`config.mk`:
```
export PLATFORM = sky130hd
export DESIGN_NAME = metronome_click_mixer_top
export DESIGN_NICKNAME = d
export VERILOG_FILES = /design/src/hdl/mcm_pkg.sv /design/src/hdl/mcm_mul.sv /design/src/hdl/mcm_div.sv /design/src/hdl/metronome_click_mixer_top.sv
export VERILOG_INCLUDE_DIRS = /design/src /design/src/hdl
export SDC_FILE = /design/constraint.sdc
export NUM_CORES = 2
export LEC_CHECK = 0
export ABC_AREA = 1
export BUFFER_PORTS_ARGS = -buffer_cell sky130_fd_sc_hd__buf_2
export CORE_AREA = 8 8 320 322
export DETAILED_ROUTE_END_ITERATION = 10
export DIE_AREA = 0 0 328 330
export HOLD_SLACK_MARGIN = 0.03
export PLACE_DENSITY = 0.56
export SYNTH_ARGS = -nofsm -noshare
export SYNTH_HDL_FRONTEND = slang
export SYNTH_SLANG_ARGS = --single-unit
export TNS_END_PERCENT = 20
```
`constraint.sdc`:
```
create_clock -name aclk -period 10.4 [get_ports aclk]
set_input_delay 1.04 -clock aclk [delete_from_list [all_inputs] [get_ports aclk]]
set_output_delay 1.04 -clock aclk [all_outputs]
set_load 0.01 [all_outputs]
```
`src/hdl/metronome_click_mixer_top_assert.svh`:
```
// ----------------------------------------------------------------------------
// Assertion macros for the metronome click mixer
// Implication and next-cycle checks; they compile to nothing with ASSERT_OFF.
// ----------------------------------------------------------------------------
`ifndef METRONOME_CLICK_MIXER_TOP_ASSERT_SVH
`define METRONOME_CLICK_MIXER_TOP_ASSERT_SVH

`ifndef ASSERT_OFF

// same-cycle implication
`define MCM_ASSERT_IMP(label, clk, rstn, ante, cons) \
    label: assert property (@(posedge clk) disable iff (!rstn) (ante) |-> (cons)) \
        else $error("mcm assertion failed");

// next-cycle implication
`define MCM_ASSERT_NXT(label, clk, rstn, ante, cons) \
    label: assert property (@(posedge clk) disable iff (!rstn) (ante) |=> (cons)) \
        else $error("mcm assertion failed");

`else

`define MCM_ASSERT_IMP(label, clk, rstn, ante, cons)
`define MCM_ASSERT_NXT(label, clk, rstn, ante, cons)

`endif

`endif

```
`src/hdl/mcm_pkg.sv`:
```
// ----------------------------------------------------------------------------
// mcm_pkg
// Shared constants and types for the metronome click mixer.
// ----------------------------------------------------------------------------
`default_nettype none

package mcm_pkg;

    // register field widths
    localparam int PERIOD_W = 19;
    localparam int LEN_W    = 13;
    localparam int STEP_W   = 15;

    // configuration port
    localparam int CFG_IDX_W  = 8;
    localparam int CFG_DATA_W = 19;

    localparam logic [CFG_IDX_W-1:0] CFG_ENABLE = 8'd0;
    localparam logic [CFG_IDX_W-1:0] CFG_PERIOD = 8'd1;
    localparam logic [CFG_IDX_W-1:0] CFG_LENGTH = 8'd2;
    localparam logic [CFG_IDX_W-1:0] CFG_STEP   = 8'd3;

    // register reset values
    localparam logic [PERIOD_W-1:0] PERIOD_RST = 19'd24000;
    localparam logic [LEN_W-1:0]    LEN_RST    = 13'd1680;
    localparam logic [STEP_W-1:0]   STEP_RST   = 15'd2321;

    // sine polynomial and click gain (0.16 = 10486 / 65536)
    localparam logic [15:0] SIN_A      = 16'd51472;
    localparam logic [15:0] SIN_B      = 16'd21024;
    localparam logic [15:0] SIN_C      = 16'd2320;
    localparam logic [15:0] CLICK_GAIN = 16'd10486;
    localparam logic [14:0] SIN_MAX    = 15'd32767;

    // shared multiplier
    localparam int MUL_A_W = 28;
    localparam int MUL_B_W = 16;
    localparam int PROD_W  = MUL_A_W + MUL_B_W;

    // iterative divider, DIV_RADIX_BITS quotient bits per cycle
    localparam int DIV_W          = PROD_W;
    localparam int DIV_RADIX_BITS = 4;
    localparam int DIV_CYCLES     = DIV_W / DIV_RADIX_BITS;
    localparam int DIV_CNT_W      = $clog2(DIV_CYCLES + 1);

    // divider status
    typedef struct packed {
        logic busy;
        logic done;
    } div_stat_t;

endpackage

`default_nettype wire

```
`src/hdl/mcm_mul.sv`:
```
// ----------------------------------------------------------------------------
// mcm_mul
// Shared unsigned multiplier with a registered product.
// ----------------------------------------------------------------------------
`default_nettype none

module mcm_mul (
    input  wire logic                          aclk,
    input  wire logic                          en,
    input  wire logic [mcm_pkg::MUL_A_W-1:0]   op_a,
    input  wire logic [mcm_pkg::MUL_B_W-1:0]   op_b,
    output logic      [mcm_pkg::PROD_W-1:0]    prod
);

    logic [mcm_pkg::PROD_W-1:0] prod_reg;

    // product register, loaded only when a step uses the unit
    always_ff @(posedge aclk) begin
        if (en) begin
            prod_reg <= mcm_pkg::PROD_W'(op_a) * mcm_pkg::PROD_W'(op_b);
        end
    end

    assign prod = prod_reg;

endmodule

`default_nettype wire

```
`src/hdl/mcm_div.sv`:
```
// ----------------------------------------------------------------------------
// mcm_div
// Iterative restoring divider, DIV_RADIX_BITS quotient bits per cycle.
// ----------------------------------------------------------------------------
`default_nettype none

module mcm_div (
    input  wire logic                          aclk,
    input  wire logic                          aresetn,
    input  wire logic                          start,
    input  wire logic [mcm_pkg::DIV_W-1:0]     dividend,
    input  wire logic [mcm_pkg::LEN_W-1:0]     divisor,
    output logic      [mcm_pkg::DIV_W-1:0]     quotient,
    output mcm_pkg::div_stat_t                 stat
);

    logic [mcm_pkg::DIV_W-1:0]     dq_reg;
    logic [mcm_pkg::DIV_W-1:0]     dq_next;
    logic [mcm_pkg::LEN_W-1:0]     rem_reg;
    logic [mcm_pkg::LEN_W-1:0]     rem_next;
    logic [mcm_pkg::DIV_CNT_W-1:0] cnt_reg;
    logic                          busy_reg;
    logic                          done_reg;

    // DIV_RADIX_BITS shift-subtract steps; dividend shifts out, quotient in
    always_comb begin
        logic [mcm_pkg::LEN_W:0]   trial;
        logic [mcm_pkg::LEN_W-1:0] r;
        logic [mcm_pkg::DIV_W-1:0] d;
        r = rem_reg;
        d = dq_reg;
        for (int i = 0; i < mcm_pkg::DIV_RADIX_BITS; i++) begin
            trial = {r, d[mcm_pkg::DIV_W-1]};
            d     = {d[mcm_pkg::DIV_W-2:0], 1'b0};
            if (trial >= {1'b0, divisor}) begin
                r    = mcm_pkg::LEN_W'(trial - {1'b0, divisor});
                d[0] = 1'b1;
            end else begin
                r = trial[mcm_pkg::LEN_W-1:0];
            end
        end
        rem_next = r;
        dq_next  = d;
    end

    // control
    always_ff @(posedge aclk) begin
        if (!aresetn) begin
            busy_reg <= 1'b0;
            done_reg <= 1'b0;
            cnt_reg  <= '0;
        end else begin
            done_reg <= busy_reg && (cnt_reg == mcm_pkg::DIV_CNT_W'(1));
            if (start) begin
                busy_reg <= 1'b1;
                cnt_reg  <= mcm_pkg::DIV_CNT_W'(mcm_pkg::DIV_CYCLES);
            end else if (busy_reg) begin
                cnt_reg <= cnt_reg - mcm_pkg::DIV_CNT_W'(1);
                if (cnt_reg == mcm_pkg::DIV_CNT_W'(1)) begin
                    busy_reg <= 1'b0;
                end
            end
        end
    end

    // datapath
    always_ff @(posedge aclk) begin
        if (start) begin
            dq_reg  <= dividend;
            rem_reg <= '0;
        end else if (busy_reg) begin
            dq_reg  <= dq_next;
            rem_reg <= rem_next;
        end
    end

    assign quotient  = dq_reg;
    assign stat.busy = busy_reg;
    assign stat.done = done_reg;

endmodule

`default_nettype wire

```
`src/hdl/metronome_click_mixer_top.sv`:
```
// Sequence: while a click sounds, an accepted sample makes six passes through
//   the shared multiplier, then the divider (4 quotient bits per step); with
//   no click or the block disabled it goes straight to the output register.
// Flow: one word at a time; the next sample is accepted while the previous
//   word waits at the output, and a second finished word stalls input.
// Reset: synchronous active-low aresetn clears state and loads register defaults.
`default_nettype none
`include "metronome_click_mixer_top_assert.svh"

// ----------------------------------------------------------------------------
// metronome_click_mixer_top
// Beat counter, decaying sine click and saturating mix into the sample stream.
// ----------------------------------------------------------------------------
module metronome_click_mixer_top #(
    parameter int PHASE_BITS  = 16,
    parameter int SAMPLE_BITS = 24
) (
    input  wire logic                                  aclk,
    input  wire logic                                  aresetn,
    // configuration
    input  wire logic                                  cfg_valid,
    output logic                                       cfg_ready,
    input  wire logic [mcm_pkg::CFG_IDX_W-1:0]         cfg_index,
    input  wire logic [mcm_pkg::CFG_DATA_W-1:0]        cfg_data,
    // samples in
    input  wire logic                                  s_valid,
    output logic                                       s_ready,
    input  wire logic signed [SAMPLE_BITS-1:0]         s_in_sample,
    // results out
    output logic                                       m_valid,
    input  wire logic                                  m_ready,
    output logic signed [SAMPLE_BITS-1:0]              m_out_sample,
    output logic signed [SAMPLE_BITS-1:0]              m_click_sample,
    output logic                                       m_beat_start
);

    localparam int SUM_W     = (PHASE_BITS > mcm_pkg::STEP_W) ? PHASE_BITS : mcm_pkg::STEP_W;
    localparam int DIV_SHIFT = 32 - SAMPLE_BITS;

    typedef enum logic [9:0] {
        ST_IDLE     = 10'b0000000001,
        ST_SQ       = 10'b0000000010,
        ST_CZ       = 10'b0000000100,
        ST_TZ       = 10'b0000001000,
        ST_TU       = 10'b0000010000,
        ST_SR       = 10'b0000100000,
        ST_GAIN     = 10'b0001000000,
        ST_DIV_GO   = 10'b0010000000,
        ST_DIV_WAIT = 10'b0100000000,
        ST_FINISH   = 10'b1000000000
    } state_t;

    state_t state_reg;
    state_t state_next;

    // configuration registers
    logic                         enable_reg;
    logic [mcm_pkg::PERIOD_W-1:0] period_reg;
    logic [mcm_pkg::LEN_W-1:0]    len_reg;
    logic [mcm_pkg::STEP_W-1:0]   step_reg;

    // running state
    logic [mcm_pkg::PERIOD_W-1:0] countdown_reg;
    logic [mcm_pkg::LEN_W-1:0]    remaining_reg;
    logic [PHASE_BITS-1:0]        phase_reg;

    // per-word working registers
    logic signed [SAMPLE_BITS-1:0] sample_reg;
    logic [mcm_pkg::LEN_W-1:0]     cur_rem_reg;
    logic [15:0]                   idx_reg;
    logic                          start_reg;
    logic                          active_reg;
    logic [15:0]                   z_reg;

    // output register
    logic                          m_valid_reg;
    logic signed [SAMPLE_BITS-1:0] m_out_reg;
    logic signed [SAMPLE_BITS-1:0] m_click_reg;
    logic                          m_beat_reg;

    logic                         accept;
    logic                         out_load;
    logic [mcm_pkg::PERIOD_W-1:0] period_eff;
    logic [mcm_pkg::LEN_W-1:0]    len_eff;
    logic                         start_now;
    logic [mcm_pkg::LEN_W-1:0]    rem_eff;
    logic [PHASE_BITS-1:0]        phase_eff;
    logic                         active_now;
    logic [SUM_W-1:0]             phase_sum;
    logic [15:0]                  idx_now;

    logic [14:0]                  x_mir;
    logic [15:0]                  u_val;
    logic [15:0]                  prod_q15;
    logic [14:0]                  s_clamp;

    logic                         mul_en;
    logic [mcm_pkg::MUL_A_W-1:0]  mul_a;
    logic [mcm_pkg::MUL_B_W-1:0]  mul_b;
    logic [mcm_pkg::PROD_W-1:0]   prod;

    logic                         div_start;
    logic [mcm_pkg::DIV_W-1:0]    quotient;
    mcm_pkg::div_stat_t           div_stat;

    logic signed [SAMPLE_BITS-1:0] click_val;
    logic signed [SAMPLE_BITS:0]   mix_sum;
    logic signed [SAMPLE_BITS-1:0] mix_sat;

    assign cfg_ready = 1'b1;
    assign s_ready   = (state_reg == ST_IDLE);
    assign accept    = s_valid && s_ready;
    assign out_load  = (state_reg == ST_FINISH) && (!m_valid_reg || m_ready);

    // beat and click bookkeeping seen by the incoming word
    assign period_eff = (period_reg == '0) ? mcm_pkg::PERIOD_W'(1) : period_reg;
    assign len_eff    = (len_reg == '0) ? mcm_pkg::LEN_W'(1) : len_reg;
    assign start_now  = enable_reg && (countdown_reg == '0);
    assign rem_eff    = start_now ? len_eff : remaining_reg;
    assign phase_eff  = start_now ? '0 : phase_reg;
    assign active_now = enable_reg && (rem_eff != '0);
    assign phase_sum  = SUM_W'(phase_eff) + SUM_W'(step_reg);

    // top 16 phase bits (zero-padded when narrower) address the sine
    generate
        if (PHASE_BITS >= 16) begin : g_idx_wide
            assign idx_now = phase_eff[PHASE_BITS-1 -: 16];
        end else begin : g_idx_narrow
            assign idx_now = {phase_eff, {(16 - PHASE_BITS){1'b0}}};
        end
    endgenerate

    // quarter-wave fold
    assign x_mir    = idx_reg[14] ? (15'd16384 - {1'b0, idx_reg[13:0]})
                                  : {1'b0, idx_reg[13:0]};
    assign u_val    = {x_mir, 1'b0};
    assign prod_q15 = prod[30:15];
    assign s_clamp  = (prod_q15 > {1'b0, mcm_pkg::SIN_MAX}) ? mcm_pkg::SIN_MAX
                                                           : prod_q15[14:0];

    // sequencer
    always_comb begin
        state_next = state_reg;
        case (state_reg)
            ST_IDLE: begin
                if (accept) begin
                    state_next = active_now ? ST_SQ : ST_FINISH;
                end
            end
            ST_SQ:       state_next = ST_CZ;
            ST_CZ:       state_next = ST_TZ;
            ST_TZ:       state_next = ST_TU;
            ST_TU:       state_next = ST_SR;
            ST_SR:       state_next = ST_GAIN;
            ST_GAIN:     state_next = ST_DIV_GO;
            ST_DIV_GO:   state_next = ST_DIV_WAIT;
            ST_DIV_WAIT: begin
                if (div_stat.done) begin
                    state_next = ST_FINISH;
                end
            end
            ST_FINISH: begin
                if (out_load) begin
                    state_next = ST_IDLE;
                end
            end
            default:     state_next = ST_IDLE;
        endcase
    end

    // operand select for the shared multiplier
    always_comb begin
        mul_en = 1'b1;
        mul_a  = '0;
        mul_b  = '0;
        case (state_reg)
            ST_SQ: begin
                mul_a = mcm_pkg::MUL_A_W'(u_val);
                mul_b = u_val;
            end
            ST_CZ: begin
                mul_a = mcm_pkg::MUL_A_W'(mcm_pkg::SIN_C);
                mul_b = prod_q15;
            end
            ST_TZ: begin
                mul_a = mcm_pkg::MUL_A_W'(mcm_pkg::SIN_B - prod_q15);
                mul_b = z_reg;
            end
            ST_TU: begin
                mul_a = mcm_pkg::MUL_A_W'(mcm_pkg::SIN_A - prod_q15);
                mul_b = u_val;
            end
            ST_SR: begin
                mul_a = mcm_pkg::MUL_A_W'(s_clamp);
                mul_b = mcm_pkg::MUL_B_W'(cur_rem_reg);
            end
            ST_GAIN: begin
                mul_a = prod[mcm_pkg::MUL_A_W-1:0];
                mul_b = mcm_pkg::CLICK_GAIN;
            end
            default: mul_en = 1'b0;
        endcase
    end

    mcm_mul u_mul (
        .aclk (aclk),
        .en   (mul_en),
        .op_a (mul_a),
        .op_b (mul_b),
        .prod (prod)
    );

    // magnitude / (len << (32 - SAMPLE_BITS)) == (magnitude >> shift) / len
    assign div_start = (state_reg == ST_DIV_GO);

    mcm_div u_div (
        .aclk     (aclk),
        .aresetn  (aresetn),
        .start    (div_start),
        .dividend (prod >> DIV_SHIFT),
        .divisor  (len_eff),
        .quotient (quotient),
        .stat     (div_stat)
    );

    // signed, saturated click from the quotient
    always_comb begin
        click_val = '0;
        if (active_reg) begin
            if (quotient[mcm_pkg::DIV_W-1:SAMPLE_BITS-1] == '0) begin
                click_val = idx_reg[15] ? -$signed(quotient[SAMPLE_BITS-1:0])
                                        :  $signed(quotient[SAMPLE_BITS-1:0]);
            end else begin
                click_val = idx_reg[15] ? $signed({1'b1, {(SAMPLE_BITS-1){1'b0}}})
                                        : $signed({1'b0, {(SAMPLE_BITS-1){1'b1}}});
            end
        end
    end

    // saturating mix
    assign mix_sum = {sample_reg[SAMPLE_BITS-1], sample_reg}
                   + {click_val[SAMPLE_BITS-1], click_val};
    assign mix_sat = (mix_sum[SAMPLE_BITS] != mix_sum[SAMPLE_BITS-1])
                   ? (mix_sum[SAMPLE_BITS] ? $signed({1'b1, {(SAMPLE_BITS-1){1'b0}}})
                                           : $signed({1'b0, {(SAMPLE_BITS-1){1'b1}}}))
                   : mix_sum[SAMPLE_BITS-1:0];

    // control and configuration registers
    always_ff @(posedge aclk) begin
        if (!aresetn) begin
            state_reg     <= ST_IDLE;
            enable_reg    <= 1'b0;
            period_reg    <= mcm_pkg::PERIOD_RST;
            len_reg       <= mcm_pkg::LEN_RST;
            step_reg      <= mcm_pkg::STEP_RST;
            countdown_reg <= '0;
            remaining_reg <= '0;
            phase_reg     <= '0;
            m_valid_reg   <= 1'b0;
        end else begin
            state_reg <= state_next;

            // advance beat, envelope and phase as the word comes in
            if (accept && enable_reg) begin
                countdown_reg <= (start_now ? period_eff : countdown_reg)
                               - mcm_pkg::PERIOD_W'(1);
                if (active_now) begin
                    phase_reg     <= phase_sum[PHASE_BITS-1:0];
                    remaining_reg <= rem_eff - mcm_pkg::LEN_W'(1);
                end
            end

            // register writes; a new tempo restarts the beat
            if (cfg_valid && cfg_ready) begin
                case (cfg_index)
                    mcm_pkg::CFG_ENABLE: enable_reg <= cfg_data[0];
                    mcm_pkg::CFG_PERIOD: begin
                        period_reg    <= cfg_data[mcm_pkg::PERIOD_W-1:0];
                        countdown_reg <= '0;
                    end
                    mcm_pkg::CFG_LENGTH: len_reg  <= cfg_data[mcm_pkg::LEN_W-1:0];
                    mcm_pkg::CFG_STEP:   step_reg <= cfg_data[mcm_pkg::STEP_W-1:0];
                    default: ;
                endcase
            end

            // output word handshake
            if (out_load) begin
                m_valid_reg <= 1'b1;
            end else if (m_ready) begin
                m_valid_reg <= 1'b0;
            end
        end
    end

    // working and output payload
    always_ff @(posedge aclk) begin
        if (accept) begin
            sample_reg  <= s_in_sample;
            start_reg   <= start_now;
            active_reg  <= active_now;
            cur_rem_reg <= rem_eff;
            idx_reg     <= idx_now;
        end
        if (state_reg == ST_CZ) begin
            z_reg <= prod_q15;
        end
        if (out_load) begin
            m_out_reg   <= mix_sat;
            m_click_reg <= click_val;
            m_beat_reg  <= start_reg;
        end
    end

    assign m_valid        = m_valid_reg;
    assign m_out_sample   = m_out_reg;
    assign m_click_sample = m_click_reg;
    assign m_beat_start   = m_beat_reg;

    // checks
    `MCM_ASSERT_NXT(a_accept_leaves_idle, aclk, aresetn, accept, state_reg != ST_IDLE)
    `MCM_ASSERT_IMP(a_div_done_in_wait, aclk, aresetn, div_stat.done, state_reg == ST_DIV_WAIT)
    `MCM_ASSERT_IMP(a_div_busy_in_wait, aclk, aresetn, div_stat.busy, state_reg == ST_DIV_WAIT)
    `MCM_ASSERT_IMP(a_out_from_finish, aclk, aresetn, $rose(m_valid_reg), $past(state_reg) == ST_FINISH)

endmodule

`default_nettype wire

```
==> reports/qor.yml <==
setup_path:
  cp_slowest_cell: "a21oi_2"
  crit_top_cell: "nand2_1"
  cp-end-kind: "flip-flop"
  path_buf_inv: 6
  cpLargestDelayFamily: "simple AND/OR/NAND/NOR gates"
  worstPathArrival_ns: 9.43
  path_max_fanout: 16
  required_ns: 10.65
  critical_path.max_stage_delay_ns: 0.50
  critical_path_class: "reg2reg"
  critPathLaunchType: "flip-flop"
synthesis:
  syn_area_sq_um: 34800
  synth_edf_count: 200
  avgSynthCellArea_sq_um: 7.90
  synth-seq-cells: 334
  yosysSeqAreaShare_pct: 25.0
  ys_warn_count: 0
  synth_top_area_share_pct: 21.2
  synth_ff_type: "edfxtp_1"
  synth_top_area_cell: "fa_1"
  synth.distinct_cells: 64
  async_flop_share_pct: 0
  synth_common_cells: "nand2_1, inv_1, nor2_1"
  syn_nets: 5038
  yosysMostFrequentCell: "nand2_1"
  syn-instance-count: 4400
  synth.area.top_cells: "fa_1, edfxtp_1, nand2_1"
timing:
  holdWs_ns: 0.449
  min_period_over_period_pct: 88.3
  slew_headroom_pct: 27.3
  hold_viol_final: 0
  worst_slew_pin_slew_ns: 1.08
  rsz0062_at_grt: "false"
  final.setup_skew_ns: 0.0348
  setup_viol: 0
  final.min_clock_period_ns: 9.18
  layout_setup_ws_ns: 1.22
  max_freq_mhz: 109
  slew_viol_final: 0
  fin_tns_setup_ns: 0
power_and_ir_drop:
  ir_drop_v: 0.000632
  p_per_area_nw_per_um2: 257
  p_leak_nw: 18.2
  power.total_mw: 9.73
detailed_routing:
  firstDrtPassIters: 6
  drt-initial-drc-count: 1995
  routed_wirelength_um: 104000
  vias: 28900
  wl_per_cell_um: 18.0
  avgViaCountPerCell: 5.00
  drc: 0
  final_antenna_net_count: 0
global_route:
  grt_start_max_net_pins: 71
  grtUsageTotal_pct: 19.1
  overflow: 0
  grt_antenna_before_repair: 4
  grt_pass1_wl_um: 165000
  grt_pass1_vias: 29100
cts:
  htree_num_levels: 2
  clk_pin_slew_ns: 0.06
  clock-sinks: 334
  cts_resized: 0
  post_cts_buffers: 0
  clockRootBuffer: "clkbuf_16"
  insertion_delay_ns: 0.57
  cts_buffers: 39
  cts_hold_buf: 0
  cts_tree: "built"
  clock_path_buffers: 3
floorplan:
  dieArea_sq_um: 108000
  pin_count: 108
  start_util_pct: 35.7
  rows: 115
  core_sq_um: 97400
  die_w_um: 328
  die_h_um: 330
finish:
  fin_cells: 5772
  syn_to_final_growth_pct: 8.79
  drive_gt1_share_pct: 6.98
  nets: 5093
  diodes: 0
place:
  gp_congestion: 0.921
  dp_cells: 5701
  numPortBuffers: 106
  place_ws_ns: 1.28
  dp.final_hpwl_um: 82400
outcome:
  status: "finished clean"
min_path:
  hold_path.class: "reg2reg"
job:
  max_cap_viol_count: 0
[layout by cell type (no fill, tap or decap), types with 41 or more instances in the layout]
cell type,instances
buf_2,106
dfxtp_1,134
xnor2_1,52
nor3_1,41
a21oi_1,209
fa_1,368
ha_1,214
o21ai_0,171
inv_1,838
nand4_1,57
nor2_1,370
nand3_1,164
edfxtp_1,200
nand2_1,1034
xor2_1,95
[kinds of logic after synthesis]
kind of cell / after synthesis / synth area share [%]
flops: 334 / 25.0
other cells: 1 / 0.0108
compound gates: 588 / 9.97
simple gates: 1748 / 21.1
xor+xnor: 147 / 3.70
buf+inv: 1000 / 11.3
fa+ha+maj: 582 / 28.9
[layout make-up]
cell class	count	area, sq um
well taps	1287	1610
inverters	873	3280
clock buffers	53	1110
clock inverters	18	166
multi-input cells	3066	22200
flip-flops and latches	334	8690
repair buffers	141	793
fillers	10000	59600
[per-stage QoR]
step           instance area [sq um]  utilization (%)
2_1_floorplan                  34800                -
3_3_place_gp                   36600             37.5
3_5_place_dp                   36600             37.5
4_1_cts                        37800             38.8
5_1_grt                        37800             38.8
6_report                       37800             38.8
[power breakdown]
group | switching [mW] | leakage, nW | total [mW] | internal [mW]
Combinational | 4.39 | 14.7 | 6.82 | 2.42
Clock | 0.581 | 0.631 | 1.38 | 0.802
Sequential | 0.0534 | 2.84 | 1.53 | 1.48
[layer usage]
layer / part of all wire (%) / routed length [um] / GRT usage [%]
met1: 46 / 48000 / 26.9
met2: 46 / 48100 / 31.5
met3: 5.4 / 5660 / 1.90
met4: 2.2 / 2330 / 4.52
met5: 0.039 / 41 / 0
[worst paths after layout]
path | cells after the start | startpoint | to | slack (ns)
max reg2reg | 51 | len_reg[1] | u_div.quotient[0] | 1.22
min | 0 | start_reg | m_beat_start | 0.45
max | 51 | len_reg[1] | u_div.quotient[0] | 1.22
min reg2reg | 0 | start_reg | m_beat_start | 0.45
(Power assumes the default switching activity.)
